===== config.mk =====
export PLATFORM = sky130hd
export DESIGN_NAME = coap_oscore_option_detector_flat
export DESIGN_NICKNAME = d
export VERILOG_FILES = /design/src/rtl/coap_od_pkg.sv /design/src/rtl/coap_od_byte_if.sv /design/src/rtl/coap_od_verdict_if.sv /design/src/rtl/coap_oscore_option_detector.sv /design/src/flat_wrapper.sv
export SDC_FILE = /design/constraint.sdc
export NUM_CORES = 1
export LEC_CHECK = 0
export ABC_AREA = 1
export BUFFER_PORTS_ARGS = -buffer_cell sky130_fd_sc_hd__buf_2
export CAP_MARGIN = 20
export CORE_AREA = 2 2 135 137
export CTS_CLUSTER_SIZE = 28
export DETAILED_ROUTE_END_ITERATION = 10
export DIE_AREA = 0 0 137 139
export GPL_TIMING_DRIVEN = 0
export PLACE_DENSITY_LB_ADDON = 0.05
export SLEW_MARGIN = 25
export SYNTH_ARGS = -nofsm -noshare
export SYNTH_HDL_FRONTEND = slang
export SYNTH_SLANG_ARGS = --single-unit

===== constraint.sdc =====
create_clock -name clk_i -period 4.85 [get_ports clk_i]
set_clock_uncertainty 0.1 [all_clocks]
set_input_delay 0.97 -clock clk_i [delete_from_list [all_inputs] [get_ports clk_i]]
set_output_delay 0.97 -clock clk_i [all_outputs]
set_load 0.01 [all_outputs]

===== src/rtl/coap_od_pkg.sv =====
package coap_od_pkg;

  // Width of the saturating message byte counter
  localparam int unsigned LENGTH_BITS = 16;
  localparam logic [LENGTH_BITS-1:0] COUNT_MAX = {LENGTH_BITS{1'b1}};

  localparam int unsigned OPT_BITS = 17;
  localparam logic [OPT_BITS-1:0] OPT_MAX = {OPT_BITS{1'b1}};

  localparam logic [7:0]  VERSION_MASK   = 8'h40;
  localparam logic [7:0]  PAYLOAD_MARKER = 8'hFF;
  localparam logic [3:0]  TOKEN_MAX      = 4'd8;
  localparam int unsigned HEADER_BYTES   = 4;

  localparam logic [3:0] NIB_EXT8  = 4'd13;
  localparam logic [3:0] NIB_EXT16 = 4'd14;
  localparam logic [3:0] NIB_BAD   = 4'd15;

  localparam logic [OPT_BITS-1:0] EXT8_BIAS  = OPT_BITS'(13);
  localparam logic [OPT_BITS-1:0] EXT16_BIAS = OPT_BITS'(269);

  localparam logic [15:0] TARGET_RESET = 16'd9;

  typedef enum logic [2:0] {
    PH_HEADER,
    PH_TOKEN,
    PH_OPT,
    PH_DELTA1,
    PH_DELTA2,
    PH_LEN1,
    PH_LEN2,
    PH_VALUE
  } phase_e;

  typedef enum logic [1:0] {
    V_FOUND,
    V_ABSENT,
    V_MALFORMED,
    V_BADVER
  } verdict_e;

endpackage


===== src/rtl/coap_od_byte_if.sv =====
interface coap_od_byte_if;
  logic       valid;
  logic       ready;
  logic [7:0] data_byte;
  logic       last_byte;

  modport source (output valid, output data_byte, output last_byte, input ready);
  modport sink (input valid, input data_byte, input last_byte, output ready);
endinterface


===== src/rtl/coap_od_verdict_if.sv =====
interface coap_od_verdict_if;
  logic       valid;
  logic       ready;
  logic [1:0] verdict;

  modport source (output valid, output verdict, input ready);
  modport sink (input valid, input verdict, output ready);
endinterface


===== src/rtl/coap_oscore_option_detector.sv =====
// Channel     Dir  Payload                       Transfer
// byte_i      in   data_byte[7:0], last_byte     valid & ready
// verdict_o   out  verdict[1:0]                  valid & ready
// cfg         in   cfg_wdata_i[15:0]             cfg_we_i (target_option)
//
// One byte per cycle while byte_i.ready is high: each byte updates the parse state in the cycle it is taken.
// A verdict appears in the output register in the cycle after the last byte is taken.
// A new byte is taken while the output register is empty or being drained.
// Reset clears the parse state and loads target_option with 9.
module coap_oscore_option_detector (
  input  logic                clk_i,
  input  logic                rst_ni,
  coap_od_byte_if.sink        byte_i,
  coap_od_verdict_if.source   verdict_o,
  input  logic                cfg_we_i,
  input  logic [15:0]         cfg_wdata_i
);
  import coap_od_pkg::*;

  logic [15:0]            target_q;
  phase_e                 phase_q, phase_d, phase_n;
  logic [LENGTH_BITS-1:0] count_q, count_d, count_n;
  logic [3:0]             tok_q, tok_d, tok_n;
  logic [OPT_BITS-1:0]    opt_q, opt_d, opt_n;
  logic [3:0]             dnib_q, dnib_d, dnib_n;
  logic [3:0]             lnib_q, lnib_d, lnib_n;
  logic [15:0]            ext_q, ext_d, ext_n;
  logic [OPT_BITS-1:0]    skip_q, skip_d, skip_n;
  verdict_e               dv_q, dv_d, dv_n;
  logic                   dec_q, dec_d, dec_n;
  logic                   out_valid_q, out_valid_d;
  verdict_e               out_verdict_q, out_verdict_d;

  logic                   in_fire;
  logic [7:0]             b;
  logic [OPT_BITS-1:0]    delta_amt;
  logic [OPT_BITS:0]      opt_sum;
  logic [OPT_BITS-1:0]    opt_sat;
  logic [OPT_BITS-1:0]    len_val;
  logic [OPT_BITS-1:0]    opt_cmp;
  logic [15:0]            ext_wide;
  logic                   use_delta;
  logic                   do_finish;
  verdict_e               msg_verdict;

  assign b       = byte_i.data_byte;
  assign in_fire = byte_i.valid && byte_i.ready;
  assign byte_i.ready = !out_valid_q || verdict_o.ready;

  assign verdict_o.valid   = out_valid_q;
  assign verdict_o.verdict = out_verdict_q;

  // Datapath for delta accumulation and decoded length
  assign ext_wide = {ext_q[7:0], b};
  always_comb begin
    case (phase_q)
      PH_DELTA1: delta_amt = {{(OPT_BITS-8){1'b0}}, b} + EXT8_BIAS;
      PH_DELTA2: delta_amt = {{(OPT_BITS-16){1'b0}}, ext_wide} + EXT16_BIAS;
      default:   delta_amt = {{(OPT_BITS-4){1'b0}}, b[7:4]};
    endcase
  end
  assign opt_sum = {1'b0, opt_q} + {1'b0, delta_amt};
  assign opt_sat = opt_sum[OPT_BITS] ? OPT_MAX : opt_sum[OPT_BITS-1:0];

  // Next parse state for one byte
  always_comb begin
    phase_n = phase_q;
    count_n = (count_q != COUNT_MAX) ? count_q + 1'b1 : count_q;
    tok_n   = tok_q;
    opt_n   = opt_q;
    dnib_n  = dnib_q;
    lnib_n  = lnib_q;
    ext_n   = ext_q;
    skip_n  = skip_q;
    dv_n    = dv_q;
    dec_n   = dec_q;
    use_delta = 1'b0;
    do_finish = 1'b0;
    len_val   = {{(OPT_BITS-4){1'b0}}, lnib_q};

    if (!dec_q) begin
      case (phase_q)
        PH_HEADER: begin
          if (count_q == '0) begin
            if ((b & VERSION_MASK) != VERSION_MASK) begin
              dv_n  = V_BADVER;
              dec_n = 1'b1;
            end else begin
              tok_n = b[3:0];
              if (b[3:0] > TOKEN_MAX) begin
                dv_n  = V_MALFORMED;
                dec_n = 1'b1;
              end
            end
          end else if (count_q >= LENGTH_BITS'(HEADER_BYTES - 1)) begin
            phase_n = (tok_q == '0) ? PH_OPT : PH_TOKEN;
          end
        end
        PH_TOKEN: begin
          if (count_n >= LENGTH_BITS'(HEADER_BYTES) + LENGTH_BITS'(tok_q)) begin
            phase_n = PH_OPT;
          end
        end
        PH_OPT: begin
          dnib_n = b[7:4];
          lnib_n = b[3:0];
          if (b == PAYLOAD_MARKER) begin
            dv_n  = V_ABSENT;
            dec_n = 1'b1;
          end else if (b[7:4] == NIB_BAD || b[3:0] == NIB_BAD) begin
            dv_n  = V_MALFORMED;
            dec_n = 1'b1;
          end else if (b[7:4] == NIB_EXT8 || b[7:4] == NIB_EXT16) begin
            ext_n   = '0;
            phase_n = PH_DELTA1;
          end else begin
            use_delta = 1'b1;
          end
        end
        PH_DELTA1: begin
          ext_n = {8'h00, b};
          if (dnib_q == NIB_EXT8) begin
            use_delta = 1'b1;
          end else begin
            phase_n = PH_DELTA2;
          end
        end
        PH_DELTA2: begin
          ext_n     = ext_wide;
          use_delta = 1'b1;
        end
        PH_LEN1: begin
          ext_n = {8'h00, b};
          if (lnib_q == NIB_EXT8) begin
            len_val   = {{(OPT_BITS-8){1'b0}}, b} + EXT8_BIAS;
            do_finish = 1'b1;
          end else begin
            phase_n = PH_LEN2;
          end
        end
        PH_LEN2: begin
          ext_n     = ext_wide;
          len_val   = {{(OPT_BITS-16){1'b0}}, ext_wide} + EXT16_BIAS;
          do_finish = 1'b1;
        end
        PH_VALUE: begin
          skip_n = (skip_q != '0) ? skip_q - 1'b1 : skip_q;
          if (skip_n == '0) begin
            phase_n = PH_OPT;
          end
        end
        default: begin
          phase_n = phase_q;
        end
      endcase

      // After the delta: extended length bytes follow, or the header is done
      if (use_delta) begin
        opt_n = opt_sat;
        if (lnib_n == NIB_EXT8 || lnib_n == NIB_EXT16) begin
          ext_n   = '0;
          phase_n = PH_LEN1;
        end else begin
          len_val   = {{(OPT_BITS-4){1'b0}}, lnib_n};
          do_finish = 1'b1;
        end
      end

      opt_cmp = opt_n;
      if (do_finish) begin
        if (opt_cmp == {{(OPT_BITS-16){1'b0}}, target_q}) begin
          dv_n  = V_FOUND;
          dec_n = 1'b1;
        end else begin
          skip_n  = len_val;
          phase_n = (len_val == '0) ? PH_OPT : PH_VALUE;
        end
      end
    end else begin
      count_n = count_q;
    end
    opt_cmp = opt_n;
  end

  // Verdict for a message that ends on this byte
  always_comb begin
    if (dec_n) begin
      msg_verdict = dv_n;
    end else if (phase_n == PH_OPT || phase_n == PH_VALUE) begin
      msg_verdict = V_ABSENT;
    end else begin
      msg_verdict = V_MALFORMED;
    end
  end

  // Commit on a transfer; a last byte returns the parse state to reset values
  always_comb begin
    phase_d = phase_q;
    count_d = count_q;
    tok_d   = tok_q;
    opt_d   = opt_q;
    dnib_d  = dnib_q;
    lnib_d  = lnib_q;
    ext_d   = ext_q;
    skip_d  = skip_q;
    dv_d    = dv_q;
    dec_d   = dec_q;
    if (in_fire) begin
      if (byte_i.last_byte) begin
        phase_d = PH_HEADER;
        count_d = '0;
        tok_d   = '0;
        opt_d   = '0;
        dnib_d  = '0;
        lnib_d  = '0;
        ext_d   = '0;
        skip_d  = '0;
        dv_d    = V_ABSENT;
        dec_d   = 1'b0;
      end else begin
        phase_d = phase_n;
        count_d = count_n;
        tok_d   = tok_n;
        opt_d   = opt_n;
        dnib_d  = dnib_n;
        lnib_d  = lnib_n;
        ext_d   = ext_n;
        skip_d  = skip_n;
        dv_d    = dv_n;
        dec_d   = dec_n;
      end
    end
  end

  always_comb begin
    out_valid_d   = out_valid_q && !verdict_o.ready;
    out_verdict_d = out_verdict_q;
    if (in_fire && byte_i.last_byte) begin
      out_valid_d   = 1'b1;
      out_verdict_d = msg_verdict;
    end
  end

  always_ff @(posedge clk_i or negedge rst_ni) begin
    if (!rst_ni) begin
      target_q    <= TARGET_RESET;
      phase_q     <= PH_HEADER;
      count_q     <= '0;
      tok_q       <= '0;
      opt_q       <= '0;
      dnib_q      <= '0;
      lnib_q      <= '0;
      ext_q       <= '0;
      skip_q      <= '0;
      dv_q        <= V_ABSENT;
      dec_q       <= 1'b0;
      out_valid_q <= 1'b0;
    end else begin
      if (cfg_we_i) begin
        target_q <= cfg_wdata_i;
      end
      phase_q     <= phase_d;
      count_q     <= count_d;
      tok_q       <= tok_d;
      opt_q       <= opt_d;
      dnib_q      <= dnib_d;
      lnib_q      <= lnib_d;
      ext_q       <= ext_d;
      skip_q      <= skip_d;
      dv_q        <= dv_d;
      dec_q       <= dec_d;
      out_valid_q <= out_valid_d;
    end
  end

  always_ff @(posedge clk_i) begin
    out_verdict_q <= out_verdict_d;
  end

  a_last_clears: assert property (@(posedge clk_i) disable iff (!rst_ni)
    in_fire && byte_i.last_byte |=> out_valid_q && phase_q == PH_HEADER && count_q == '0
      && !dec_q)
    else $error("parse state not cleared after last byte");

  a_decided_holds: assert property (@(posedge clk_i) disable iff (!rst_ni)
    dec_q && in_fire && !byte_i.last_byte |=> dec_q && $stable(dv_q) && $stable(phase_q))
    else $error("settled verdict changed within a message");

  a_value_nonzero: assert property (@(posedge clk_i) disable iff (!rst_ni)
    phase_q == PH_VALUE |-> skip_q != '0)
    else $error("value phase with nothing left to skip");

  a_first_byte_header: assert property (@(posedge clk_i) disable iff (!rst_ni)
    count_q == '0 |-> phase_q == PH_HEADER && !dec_q)
    else $error("parse advanced without a counted byte");

endmodule


===== src/flat_wrapper.sv =====
// flat-port wrapper written by rule: the top's interface ports become plain ports
module coap_oscore_option_detector_flat import coap_od_pkg::*;
  (clk_i, rst_ni, cfg_we_i, cfg_wdata_i, byte_i_valid, byte_i_data_byte, byte_i_last_byte, byte_i_ready, verdict_o_valid, verdict_o_verdict, verdict_o_ready);
  coap_od_byte_if byte_i_i ();
  coap_od_verdict_if verdict_o_i ();
  input  logic clk_i;
  input  logic rst_ni;
  input  logic cfg_we_i;
  input  logic [15:0] cfg_wdata_i;
  input wire logic [$bits(byte_i_i.valid)-1:0] byte_i_valid;
  input wire logic [$bits(byte_i_i.data_byte)-1:0] byte_i_data_byte;
  input wire logic [$bits(byte_i_i.last_byte)-1:0] byte_i_last_byte;
  output wire logic [$bits(byte_i_i.ready)-1:0] byte_i_ready;
  output wire logic [$bits(verdict_o_i.valid)-1:0] verdict_o_valid;
  output wire logic [$bits(verdict_o_i.verdict)-1:0] verdict_o_verdict;
  input wire logic [$bits(verdict_o_i.ready)-1:0] verdict_o_ready;
  assign byte_i_i.valid = byte_i_valid;
  assign byte_i_i.data_byte = byte_i_data_byte;
  assign byte_i_i.last_byte = byte_i_last_byte;
  assign byte_i_ready = byte_i_i.ready;
  assign verdict_o_valid = verdict_o_i.valid;
  assign verdict_o_verdict = verdict_o_i.verdict;
  assign verdict_o_i.ready = verdict_o_ready;
  coap_oscore_option_detector u_core (.clk_i(clk_i), .rst_ni(rst_ni), .byte_i(byte_i_i), .verdict_o(verdict_o_i), .cfg_we_i(cfg_we_i), .cfg_wdata_i(cfg_wdata_i));
endmodule

# Word level (Yosys, flattened, before mapping)
# Cells that the tools add are included.
# totals
regBits	103
latch_bits	0
ram_bits	0
romBits	0
input_bits	30
out_inout_bits	4
elab_cells	160
memories	0
# classes
n_addsub	6
multipliers	0
div	0
n_lt_le_gt_ge	3
eq_ne	21
shift	0
n_mux	92
bitwise_logic	0
reduce_logical	25
# ops
cell	n
$mux 17	15
$mux 16	10
$pmux 17 s2	2
$mux 3	16
$mux 4	12
$pmux 16 s3	1
$logic_not 17->1	2
$eq 4x4->1 const B	8
$mux 2	12
$mux 1	19
$add 17x17->18	1
$pmux 3 s6	1
$add 16x9->17 const B	1
$eq 17x16->1	1
$reduce_bool 17->1	1
$sub 17x1->17 const B	1
$add 16x1->16 const B	1
$ge 16x16->1	1
$ge 16x2->1 const B	1
$logic_not 16->1	1
$ne 16x16->1 const B	1
$eq 3x3->1 const B	5
$add 8x4->9 const B	1
$eq 3x2->1 const B	3
18 further kinds	30

# Longest topological paths before layout
# Gate-level depths: netlist of the first run.
# depth
ltp_word	18
depth_mapped	35
ltp_nobuf	35

# Worst setup path after synthesis of the first run
# Ideal clock, no wire load.
# synth_timing
kind	input to register
from	in byte_i_data_byte[3]
to	reg u_core.out_verdict_q[1], in the netlist u_core.verdict_o.verdict[1] (data pin)
setup_time_ps	253
arrival_time_ps	4033
required_ps	4497
slack_ps	464
cell_stages	32
path_buffers	0
path_cell_list	clkinv_1 nand2_1 nand3_1 o21ai_1 nand2_1 nor2_1 xor2_1 inv_1 nor2_1 ha_1 nand2_1 nor2_1 nand2_1 nand2_1 nor2_1 nand2_2 inv_2 nand2_1 nand3_1 nand2_1 nor2_1 nand2_1 nor2_2 nand3_2 nand2_4 nand2_1 nand2_2 nand2_2 nor2_2 nand2_1 nand3_1 nand2_1
# synth_via
elab_chain_len	17
word_cells_on_any_way	62
cone_classes	3 x add/sub; 1 x order compare; 7 x eq/ne; 47 x mux; 4 x reduce/logical
# synth_lines
element	line_no	source
start: declaration	flat_wrapper.sv:11	input wire logic [$bits(byte_i_i.data_byte)-1:0] byte_i_data_byte;
parallel branches: the longest is 16 deep, another holds $add 17x17->18	n/a	
$mux 2 (*)	coap_oscore_option_detector.sv:187	if (dec_n) begin
named net u_core.msg_verdict[1]	coap_oscore_option_detector.sv:44	verdict_e msg_verdict;
end signal: assignment	coap_oscore_option_detector.sv:277	out_verdict_q <= out_verdict_d;
end: declaration	coap_oscore_option_detector.sv:32	verdict_e out_verdict_q, out_verdict_d;
# Mark *: on every way through the listed nets, which the timed path passes. The select of a mux whose other input is x is not followed.
# A chain may end at the register's enable or synchronous reset.

# Final worst setup path of the first run
# layout_timing
from	in byte_i_data_byte[0]
to	reg u_core.out_verdict_q[1], in the netlist u_core.verdict_o.verdict[1] (data pin)
# The elaborated chain is that of the path after synthesis.

==> summary.txt, run 1 <==
Layout
  • Ratio of cells with drive above 1 in the final layout: 0.121
  • Nets: 1356
  • Diodes inserted: 0
  • FF/Latch Area: 2390 um2
  • Most common cell after layout, fill and taps aside: nand2_1
  • FILL cells: 1847
  • Commonest non-fill, non-tap cells in the layout: nand2_1 (370), inv_1 (185), nor2_1 (117)
  • Area grow syn2layout: 14.8%
  • Util after Layout: 0.507
  • Multi-input logic area: 4720 um2

Clock network
  • Clock Path Buffers: 2
  • Clock sinks: 95
  • CTS tree: yes
  • Htree depth: 3
  • Clk Latency, worst-skew pair: 0.36 ns
  • Cts hold-fix bufs: 0
  • TritonCTS Buffers: 9
  • Clock slew at reported path FFs: 0.07 ns
  • Root buf cell: clkbuf_16

Worst setup path
  • Max incr delay on CP: 0.33 ns
  • Req. time, crit path: 4.87 ns
  • Worst R2R Path Depth: 31
  • Worst Path Buf+Inv: 3
  • Critical-path top delay cell: ha_1
  • Crit start category: primary input
  • RR Startpoint: u_core.phase_q[0]
  • Critical path type: primary input to register
  • R2r endpoint: u_core.verdict_o.verdict[1]
  • Flop2flop setup slack: 0.38 ns
  • CP max FO: 9
  • CP endpoint kind: register
  • Arr. time, crit path: 4.61 ns
  • Critical path's top delay family: simple AND/OR/NAND/NOR gates

Power and ir drop
  • Leakage Power: 4.55 nW
  • Comb pwr share: 0.636
  • Clock power frac: 0.146
  • Flop pwr share: 0.218
  • Switching pwr: 2.71 mW
  • Cell Pwr Density: 593 nW/um2
  • Cell internal pwr: 2.59 mW
  • Sw Ratio: 0.511
  • Peak VDD IR: 0.420 mV

Global route
  • First-pass GRT wire length: 39000 um
  • Initial antenna violation count: 0
  • Largest net degree at the start of global routing: 59
  • Gr ovfl total: 0
  • Number of global-route vias before repair: 7341
  • GRT Util Overall: 0.262

Synth
  • Cell count after synthesis: 1233
  • Synth Area in Simple Gates: 0.356
  • Main combinational cell family by area after synthesis: simple AND/OR/NAND/NOR gates
  • Top cell type's share of synthesized area: 0.289
  • Syn_area_per_cell: 6.32 um2
  • Ys async rst share: 0.979
  • Adder-cell share of the synthesized area: 0.0492
  • Number of flops mapped to enable cells by yosys: 2
  • Yosys reg bits: 95
  • Seq/Total Area, Yosys: 0.307
  • Mapped Area: 7790 um2
  • Synth warn: 0
  • Top cells by area, synth: dfrtp_1 (29%), nand2_1 (18%), inv_1 (9.1%), o21ai_0 (6.3%), nor2_1 (5.9%)
  • Mux contribution to synthesized area: 0
  • Post-synthesis net count: 1293
  • Post-Synth XOR/XNOR Area: 0.0349
  • Post-synth top flop: dfrtp_1
  • Compound-cell area share of the yosys netlist: 0.139
  • Cell taking the most area after synthesis: dfrtp_1
  • Netlist cell types: 45

STA
  • Final count of pins violating max slew: 0
  • Peak Freq: 0.218 GHz
  • Ratio of final minimum period to clock period: 0.947
  • Max-slew headroom: 0.504
  • Fin. Hold Viols: 0
  • Final setup margin: 0.259 ns
  • Final setup TNS: 0 ns
  • Post-layout min period: 4.59 ns
  • Worst slew pin tran: 0.745 ns
  • Final setup violation count: 0
  • Worst hold slack: 0.390 ns

Detailed routing
  • Initial DRC count: 586
  • DRC: 0
  • Via count: 8046
  • Vias per Instance: 5.26
  • Routed Antenna Nets: 0
  • DR WL/cell: 15.7 um
  • Initial DRT Pass Iterations: 5
  • Drt total wl: 24100 um

Die
  • Die X: 137 um
  • Top Ports: 34
  • Initial Util: 0.441
  • # rows: 49
  • Core region area: 17700 um2
  • Die height: 139 um
  • Die Area: 19000 um2

Min path
  • Worst Hold Depth: 2
  • End point of the worst hold path: u_core.tok_q[1]
  • Hold Crit Class: register to register
  • Worst Hold Launch: u_core.tok_q[1]

Placement
  • Port bufs: 33
  • Hpwl dp: 18800 um
  • GP Congestion: 0.944
  • Dpl ws: -0.837 ns

Flow run
  • Max Cap Viol: 0

Status
  • Status: finished clean
[worst max-delay path by stage]
stage | depth (start not counted) | end | start | slack, ns
5_1_grt | 34 | u_core.verdict_o.verdict[0] | byte_i_data_byte[6] | -0.03
6_report | 28 | u_core.verdict_o.verdict[1] | byte_i_data_byte[0] | 0.26
3_3_place_gp | 34 | u_core.verdict_o.verdict[1] | byte_i_data_byte[3] | -0.88
3_5_place_dp | 34 | u_core.verdict_o.verdict[1] | byte_i_data_byte[3] | -0.84
2_1_floorplan | 32 | u_core.verdict_o.verdict[1] | byte_i_data_byte[3] | 0.46
4_1_cts | 33 | u_core.verdict_o.verdict[1] | byte_i_data_byte[0] | 0.009
[cell type report]
class / instances / share of cell area
well taps: 229 / 0.0320
flip-flops and latches: 95 / 0.268
plain buffers: 27 / 0.0164
clock inverters: 4 / 0.00601
clock buffers: 12 / 0.0287
multi-input cells: 915 / 0.527
repair buffers: 52 / 0.0376
inverters: 196 / 0.0843
[kinds of logic (layout without fill, tap and decap cells)]
kind of cell             count (synthesis)  after routing
AND/OR/NAND/NOR                        659            659
buffers and inverters                  223            291
AO/OA/AOI/OAI                          195            195
flip-flops                              95             95
XOR/XNOR                                31             31
adder cells (fa/ha/maj)                 30             30
[power groups by stage]
stage / Clock, mW / Sequential (mW) / Combinational [mW]
6_report: 0.775 / 1.16 / 3.38
3_5_place_dp: 0 / 1.17 / 3.19
3_3_place_gp: 0 / 1.17 / 3.19
2_1_floorplan: 0 / 1.12 / 2.45
4_1_cts: 0.783 / 1.16 / 3.24
5_1_grt: 0.814 / 1.19 / 3.82
[per-stage QoR]
step	cell area, um2	total power, mW	instances
6_report	8940	5.31	1530
3_5_place_dp	8270	4.36	1496
5_1_grt	8940	5.82	1530
4_1_cts	8650	5.18	1513
2_1_floorplan	7790	3.57	1233
3_3_place_gp	8240	4.36	1495
[metal layers]
metal	track usage	wire (um)
met5	0	0
met4	0.0770	471
met3	0.0333	1240
met2	0.382	10400
met1	0.400	11900
[registers in the layout, summed over array words and instances, names as in the netlist]
signal / flops
u_core.target_q: 16
u_core.tok_q: 4
u_core.dv_q: 2
u_core.lnib_q: 4
u_core.ext_q: 8
u_core.verdict_o.valid: 1
u_core.dec_q: 1
u_core.dnib_q: 4
u_core.phase_q: 3
u_core.opt_q: 17
u_core.skip_q: 17
u_core.verdict_o.verdict: 2
u_core.count_q: 16
[synthesized netlist by cell type, types with 10 or more instances]
master    instances
nor2_1          122
nand2_2          10
ha_1             29
o21ai_0          98
nand2_1         380
dfrtp_1          90
a21oi_1          33
nand4_1          18
clkbuf_1         19
nand3_1          80
inv_1           188
xor2_1           30
o22ai_1          35
nor3_1           16
[worst reg2reg max path, delay by kind of cell, from the launching register on]
family,cells,cell delay [ns]
AOI/OAI and AO/OA,2,0.54
adders and majority gates,1,0.37
buffers and inverters,6,0.58
DFF,1,0.42
and+or+nand+nor,22,2.23
[what timing repair did]
item / CTS / global route
buffers inserted: 1 / 17
endpoints found under the hold margin: 0 / 0
pin swaps: 2 / 17
gates resized for setup: 18 / 48
endpoints found under the setup margin: 25 / 25
(Power assumes the default switching activity.)
==> inputs of run 2 (changes only) <==
Settings changed: CTS_BUF_LIST from default to sky130_fd_sc_hd__clkbuf_2 sky130_fd_sc_hd__clkbuf_4 sky130_fd_sc_hd__clkbuf_8.
==> run 2 against run 1 <==
Core utilization is 0.84 points lower. First-iteration DRC count is 18% higher. Routed wire length is 0.30% lower. Hold slack worse by 0.020 ns. Non-clock buffer count is 5 lower. Count of clock-buffer cells in the layout stayed put. Cell count is 0.33% lower. Global-route usage hardly changed. Highest routed layer unchanged.
==> summary.txt, run 2 (synthesis results as in run 1) <==
Placement
  • GP Congestion: 0.944 (unchanged)
  • Hpwl dp: 18800 um (unchanged)
  • Port bufs: 33 (unchanged)

Worst setup path
  • Worst Path Buf+Inv: 3 (unchanged)
  • CP endpoint kind: register
  • Arr. time, crit path: 4.64 ns (+0.03 ns)
  • Critical path's top delay family: simple AND/OR/NAND/NOR gates
  • Req. time, crit path: 4.92 ns (+0.05 ns)
  • Critical-path top delay cell: ha_1
  • Crit start category: primary input
  • Critical path type: primary input to register
  • Max incr delay on CP: 0.33 ns (about the same)
  • CP max FO: 9 (unchanged)

Layout
  • Largest regs: u_core.opt_q: 17 flops, u_core.skip_q: 17 flops
  • Ratio of cells with drive above 1 in the final layout: 0.117 (-0.00416)
  • Area grow syn2layout: 12.9%
  • FILL cells: 1866 (+1.0%)
  • Nets: 1351 (-0.37%)
  • Diodes inserted: 0 (unchanged)
  • Commonest non-fill, non-tap cells in the layout: nand2_1 (374), inv_1 (185), nor2_1 (117)
  • Util after Layout: 0.498 (-0.00836)
  • Most common cell after layout, fill and taps aside: nand2_1

Global route
  • First-pass GRT wire length: 39000 um (unchanged)
  • Initial antenna violation count: 0 (unchanged)
  • GRT Util Overall: 0.262 (about the same)
  • Gr ovfl total: 0 (unchanged)
  • Largest net degree at the start of global routing: 59 (unchanged)
  • Number of global-route vias before repair: 7330 (-0.15%)

Die
  • Die X: 137 um (unchanged)
  • # rows: 49 (unchanged)
  • Core region area: 17700 um2 (unchanged)
  • Die height: 139 um (unchanged)
  • Initial Util: 0.441 (unchanged)
  • Top Ports: 34 (unchanged)
  • Die Area: 19000 um2 (unchanged)

Clock network
  • Clk Latency, worst-skew pair: 0.40 ns (+0.04 ns)
  • Clock sinks: 95 (unchanged)
  • CTS tree: yes
  • TritonCTS Buffers: 9 (unchanged)
  • Htree depth: 3 (unchanged)
  • Clock slew at reported path FFs: 0.11 ns (+0.04 ns)
  • Clock Path Buffers: 2 (unchanged)
  • Root buf cell: clkbuf_8

Detailed routing
  • Routed Antenna Nets: 0 (unchanged)
  • Drt total wl: 24000 um (-0.30%)
  • DRC: 0 (unchanged)
  • Initial DRC count: 690 (+18%)
  • DR WL/cell: 15.8 um (about the same)
  • Via count: 7978 (-0.85%)
  • Initial DRT Pass Iterations: 5 (unchanged)
  • Vias per Instance: 5.23 (-0.52%)

STA
  • Worst slew pin tran: 0.735 ns (-0.0101 ns)
  • Peak Freq: 0.219 GHz (+0.46%)
  • Fin. Hold Viols: 0 (unchanged)
  • Final count of pins violating max slew: 0 (unchanged)
  • Final setup violation count: 0 (unchanged)
  • Max-slew headroom: 0.510 (+0.00674)
  • Ratio of final minimum period to clock period: 0.942 (-0.00438)
  • Post-layout min period: 4.57 ns (-0.0212 ns)

Power and ir drop
  • Tot Pwr: 5.12 mW (-3.5%)
  • Leakage Power: 4.47 nW (-1.6%)
  • Peak VDD IR: 0.418 mV (-0.34%)
  • Cell Pwr Density: 582 nW/um2 (-1.9%)

Flow run
  • Max Cap Viol: 0 (unchanged)

Status
  • Status: finished clean

Min path
  • Hold Crit Class: primary input to asynchronous set/reset pin
[run 2: cell count changes in the layout (fill, tap and decap cells not counted), moves of 2 or more]
cell       delta
clkbuf_16     -9
clkbuf_8      +9
buf_4         -6
nand2_1       +4
nand2_2       -4
a21oi_1       -2
a21oi_2       +2
clkbuf_4      +2
[run 2: area by class of cell]
| class | instances | area [um2] | share of cell area |
|---|---|---|---|
| clock inverters | 4 | 53.8 | 0.00612 |
| flip-flops and latches | 95 | 2390 | 0.272 |
| clock buffers | 12 | 159 | 0.0181 |
| inverters | 196 | 754 | 0.0858 |
| multi-input cells | 915 | 4700 | 0.535 |
| well taps | 229 | 287 | 0.0326 |
| plain buffers | 27 | 146 | 0.0166 |
| repair buffers | 47 | 299 | 0.0340 |
[run 2: final timing paths]
| path | from | to | slack [ns] | cells past startpoint |
|---|---|---|---|---|
| max in group asynchronous | rst_ni | u_core.dv_q[0] | 3.62 | 2 |
| worst min-delay path | rst_ni | u_core.skip_q[12] | 0.37 | 1 |
| min in group clk_i | u_core.tok_q[1] | u_core.tok_q[1] | 0.40 | 2 |
| worst min register to register | u_core.tok_q[1] | u_core.tok_q[1] | 0.40 | 2 |
| worst max register to register | u_core.phase_q[0] | u_core.verdict_o.verdict[1] | 0.36 | 33 |
| worst max-delay path | byte_i_data_byte[0] | u_core.verdict_o.verdict[1] | 0.28 | 28 |
[run 2: what timing repair did]
item	in CTS	in global routing
gates resized for setup	14	48
setup buffers	1	12
hold buffers	0	0
pin swaps	2	12
endpoints found under the setup margin	25	25
endpoints found under the hold margin	0	0
[run 2: metrics by stage]
step | std cells | TNS [ns] | area (um2) | setup WS [ns] | hold slack [ns]
6_report | 1525 | 0 | 8800 | 0.280 | 0.370
3_5_place_dp | 1496 | -16.99 | 8270 | -0.837 | 0.373
5_1_grt | 1525 | -0.0379 | 8800 | -0.0166 | 0.395
3_3_place_gp | 1495 | -17.96 | 8240 | -0.882 | 0.371
2_1_floorplan | 1233 | 0 | 7790 | 0.464 | 0.353
4_1_cts | 1513 | 0 | 8530 | 0.00791 | 0.380
[run 2: power by group]
group	switching, mW	internal [mW]	total (mW)
Sequential	0.163	0.991	1.15
Combinational	2.20	1.16	3.37
Clock	0.322	0.275	0.597
[run 2: metal layers]
layer	part of all wire	up-vias	track usage
li1	-	4078	-
met1	0.50	3682	0.403
met2	0.43	190	0.380
met3	0.049	28	0.0314
met4	0.019	0	0.0760
met5	0	-	0
==> inputs of run 3 (changes only) <==
Settings changed: SETUP_SLACK_MARGIN from default to 0.4.
Clock period 4.85 ns to 5.2 ns, I/O delays scaled along.
==> run 3 against run 2 <==
First-iteration DRC count grew 0.14%. Critical path depth up 5. Combinational power down 4%. Count of clock-buffer cells in the layout unchanged. Die area unchanged. Final area rose by 4.0%. Sequential share of layout area is 1.0 points lower. Core utilization rose by 2.0 points. Flip-flop and latch count unchanged.
==> summary.txt, run 3 (synthesis results as in run 1) <==
Global route
  • First-pass GRT wire length: 39200 um (+0.34%)
  • Initial antenna violation count: 0 (unchanged)
  • Gr ovfl total: 0 (unchanged)
  • GRT Util Overall: 0.263 (+0.000933)
  • Largest net degree at the start of global routing: 59 (unchanged)
  • Number of global-route vias before repair: 7357 (+0.37%)

Worst setup path
  • Arr. time, crit path: 4.68 ns (+0.04 ns)
  • CP endpoint kind: register
  • Critical path type: primary input to register
  • CP dominant cell by count: nand2_2
  • Max incr delay on CP: 0.37 ns (+0.04 ns)
  • Flop2flop setup slack: 0.74 ns (+0.38 ns)
  • Worst R2R Path Depth: 32 (-3.0%)
  • RR Startpoint: u_core.phase_q[0]
  • Crit start category: primary input
  • R2r endpoint: u_core.verdict_o.verdict[1]
  • Critical-path top delay cell: ha_1
  • CP max FO: 6 (-3)
  • Req. time, crit path: 5.27 ns (+0.35 ns)

Layout
  • Ratio of cells with drive above 1 in the final layout: 0.148 (+0.0311)
  • Final instance area: 9150 um2 (+4.0%)
  • Largest regs: u_core.opt_q: 17 flops, u_core.skip_q: 17 flops
  • Nets: 1369 (+1.3%)
  • Diodes inserted: 0 (unchanged)
  • Most common cell after layout, fill and taps aside: nand2_1
  • Area grow syn2layout: 17.4%
  • FILL cells: 1840 (-1.4%)
  • Commonest non-fill, non-tap cells in the layout: nand2_1 (362), inv_1 (185), nor2_1 (108)

Min path
  • Worst Hold Depth: 2
  • Worst Hold Launch: u_core.tok_q[1]
  • Hold Crit Class: register to register
  • End point of the worst hold path: u_core.tok_q[1]

Detailed routing
  • Initial DRC count: 691 (+0.14%)
  • Routed Antenna Nets: 0 (unchanged)
  • DRC: 0 (unchanged)
  • Via count: 8122 (+1.8%)
  • Vias per Instance: 5.26 (+0.62%)
  • DR WL/cell: 16.0 um (+1.6%)
  • Initial DRT Pass Iterations: 6 (+1)
  • Drt total wl: 24700 um (+2.8%)

Clock network
  • Htree depth: 3 (unchanged)
  • CTS tree: yes
  • Clock sinks: 95 (unchanged)
  • TritonCTS Buffers: 9 (unchanged)
  • Root buf cell: clkbuf_8
  • Clk Latency, worst-skew pair: 0.40 ns (about the same)
  • Clock slew at reported path FFs: 0.11 ns (about the same)
  • Clock Path Buffers: 2 (unchanged)

STA
  • Ratio of final minimum period to clock period: 0.886
  • Final setup violation count: 0 (unchanged)
  • Worst hold slack: 0.393 ns (+0.0236 ns)
  • Final count of pins violating max slew: 0 (unchanged)
  • Peak Freq: 0.217 GHz
  • Post-layout min period: 4.61 ns
  • Worst slew pin tran: 0.753 ns (+0.0182 ns)
  • Unrepaired setup endpoints after global routing: false
  • Max-slew headroom: 0.498 (-0.0121)
  • Final setup margin: 0.592 ns (+0.312 ns)
  • Fin. Hold Viols: 0 (unchanged)

Power and ir drop
  • Cell internal pwr: 2.32 mW (-4.6%)
  • Switching pwr: 2.55 mW (-5.1%)
  • Comb pwr share: 0.664 (+0.006)
  • Sw Ratio: 0.524 (-0.00135)
  • Flop pwr share: 0.222 (-0.004)
  • Peak VDD IR: 0.398 mV (-4.9%)
  • Clock power frac: 0.114 (-0.003)
  • Leakage Power: 4.60 nW (+2.8%)
  • Cell Pwr Density: 533 nW/um2 (-8.5%)

Placement
  • GP Congestion: 0.944 (unchanged)
  • Placed Instance Area: 8270 um2 (unchanged)
  • Port bufs: 33 (unchanged)
  • Hpwl dp: 18800 um (unchanged)
  • Dpl ws: -0.557 ns (+0.280 ns)

Die
  • Die X: 137 um (unchanged)
  • Die height: 139 um (unchanged)
  • # rows: 49 (unchanged)
  • Initial Util: 0.441 (unchanged)
  • Top Ports: 34 (unchanged)
  • Die Area: 19000 um2 (unchanged)
  • Core region area: 17700 um2 (unchanged)

Status
  • Status: finished clean

Flow run
  • Max Cap Viol: 0 (unchanged)
run 3: cell types whose count changed in the layout (fill, tap and decap cells not counted), moves of 3 or more:
cell	before	now
buf_2	34	30
ha_1	26	23
nand2_1	374	362
ha_4	0	5
nor2_1	117	108
nor2_2	7	16
buf_4	14	34
nand2_4	4	7
nand2_2	14	23
run 3: worst max-delay path by stage:
stage | from | to | slack, ns | depth (start not counted)
floorplan | byte_i_data_byte[3] | u_core.verdict_o.verdict[1] | 0.74 | 32
global placement | byte_i_data_byte[3] | u_core.verdict_o.verdict[1] | -0.60 | 34
detailed placement | byte_i_data_byte[3] | u_core.verdict_o.verdict[1] | -0.56 | 34
CTS | byte_i_data_byte[0] | u_core.verdict_o.verdict[1] | 0.41 | 34
global route | byte_i_data_byte[2] | u_core.verdict_o.verdict[0] | 0.33 | 35
finish | byte_i_data_byte[0] | u_core.verdict_o.verdict[1] | 0.59 | 33
run 3: worst max-delay path, delay by kind of cell:
kind            cells  cell delay (ns)
simple gates       24             2.33
buf+inv             5             0.53
compound gates      2             0.26
fa+ha+maj           2             0.53
run 3: timing repair:
action | 4_1_cts | 5_1_grt
resized for setup | 27 | 89
hold buffers | 0 | 0
setup buffers | 2 | 29
pin swaps | 4 | 35
setup endpoints to repair | 25 | 25
run 3: layout make-up:
| cell class | count | area, um2 | share of cell area |
|---|---|---|---|
| well taps | 229 | 287 | 0.0313 |
| repair buffers | 65 | 462 | 0.0505 |
| clock inverters | 4 | 53.8 | 0.00588 |
| clock buffers | 12 | 159 | 0.0174 |
| multi-input cells | 915 | 4880 | 0.534 |
| plain buffers | 27 | 149 | 0.0163 |
| inverters | 196 | 762 | 0.0833 |
| flip-flops and latches | 95 | 2390 | 0.262 |
run 3: through the flow:
step / cells / power, mW / util / setup TNS [ns]
2_1_floorplan: 1233 / 3.33 / - / 0
3_3_place_gp: 1495 / 4.07 / 0.467 / -10.96
3_5_place_dp: 1496 / 4.07 / 0.469 / -9.99
4_1_cts: 1514 / 4.67 / 0.487 / 0
5_1_grt: 1543 / 5.35 / 0.518 / 0
6_report: 1543 / 4.87 / 0.518 / 0
run 3: power groups by stage:
stage | sequential (mW) | clock [mW] | combinational [mW]
final | 1.08 | 0.556 | 3.23
after global routing | 1.11 | 0.598 | 3.64
after CTS | 1.08 | 0.565 | 3.03
after detailed placement | 1.09 | 0 | 2.98
after global placement | 1.09 | 0 | 2.98
after floorplan | 1.05 | 0 | 2.28
run 3: metal layers:
metal	track usage	vias to the layer above	wire, um
li1	-	4114	-
met1	0.403	3737	12100
met2	0.382	231	10800
met3	0.0318	40	1230
met4	0.0792	0	574
met5	0	-	0
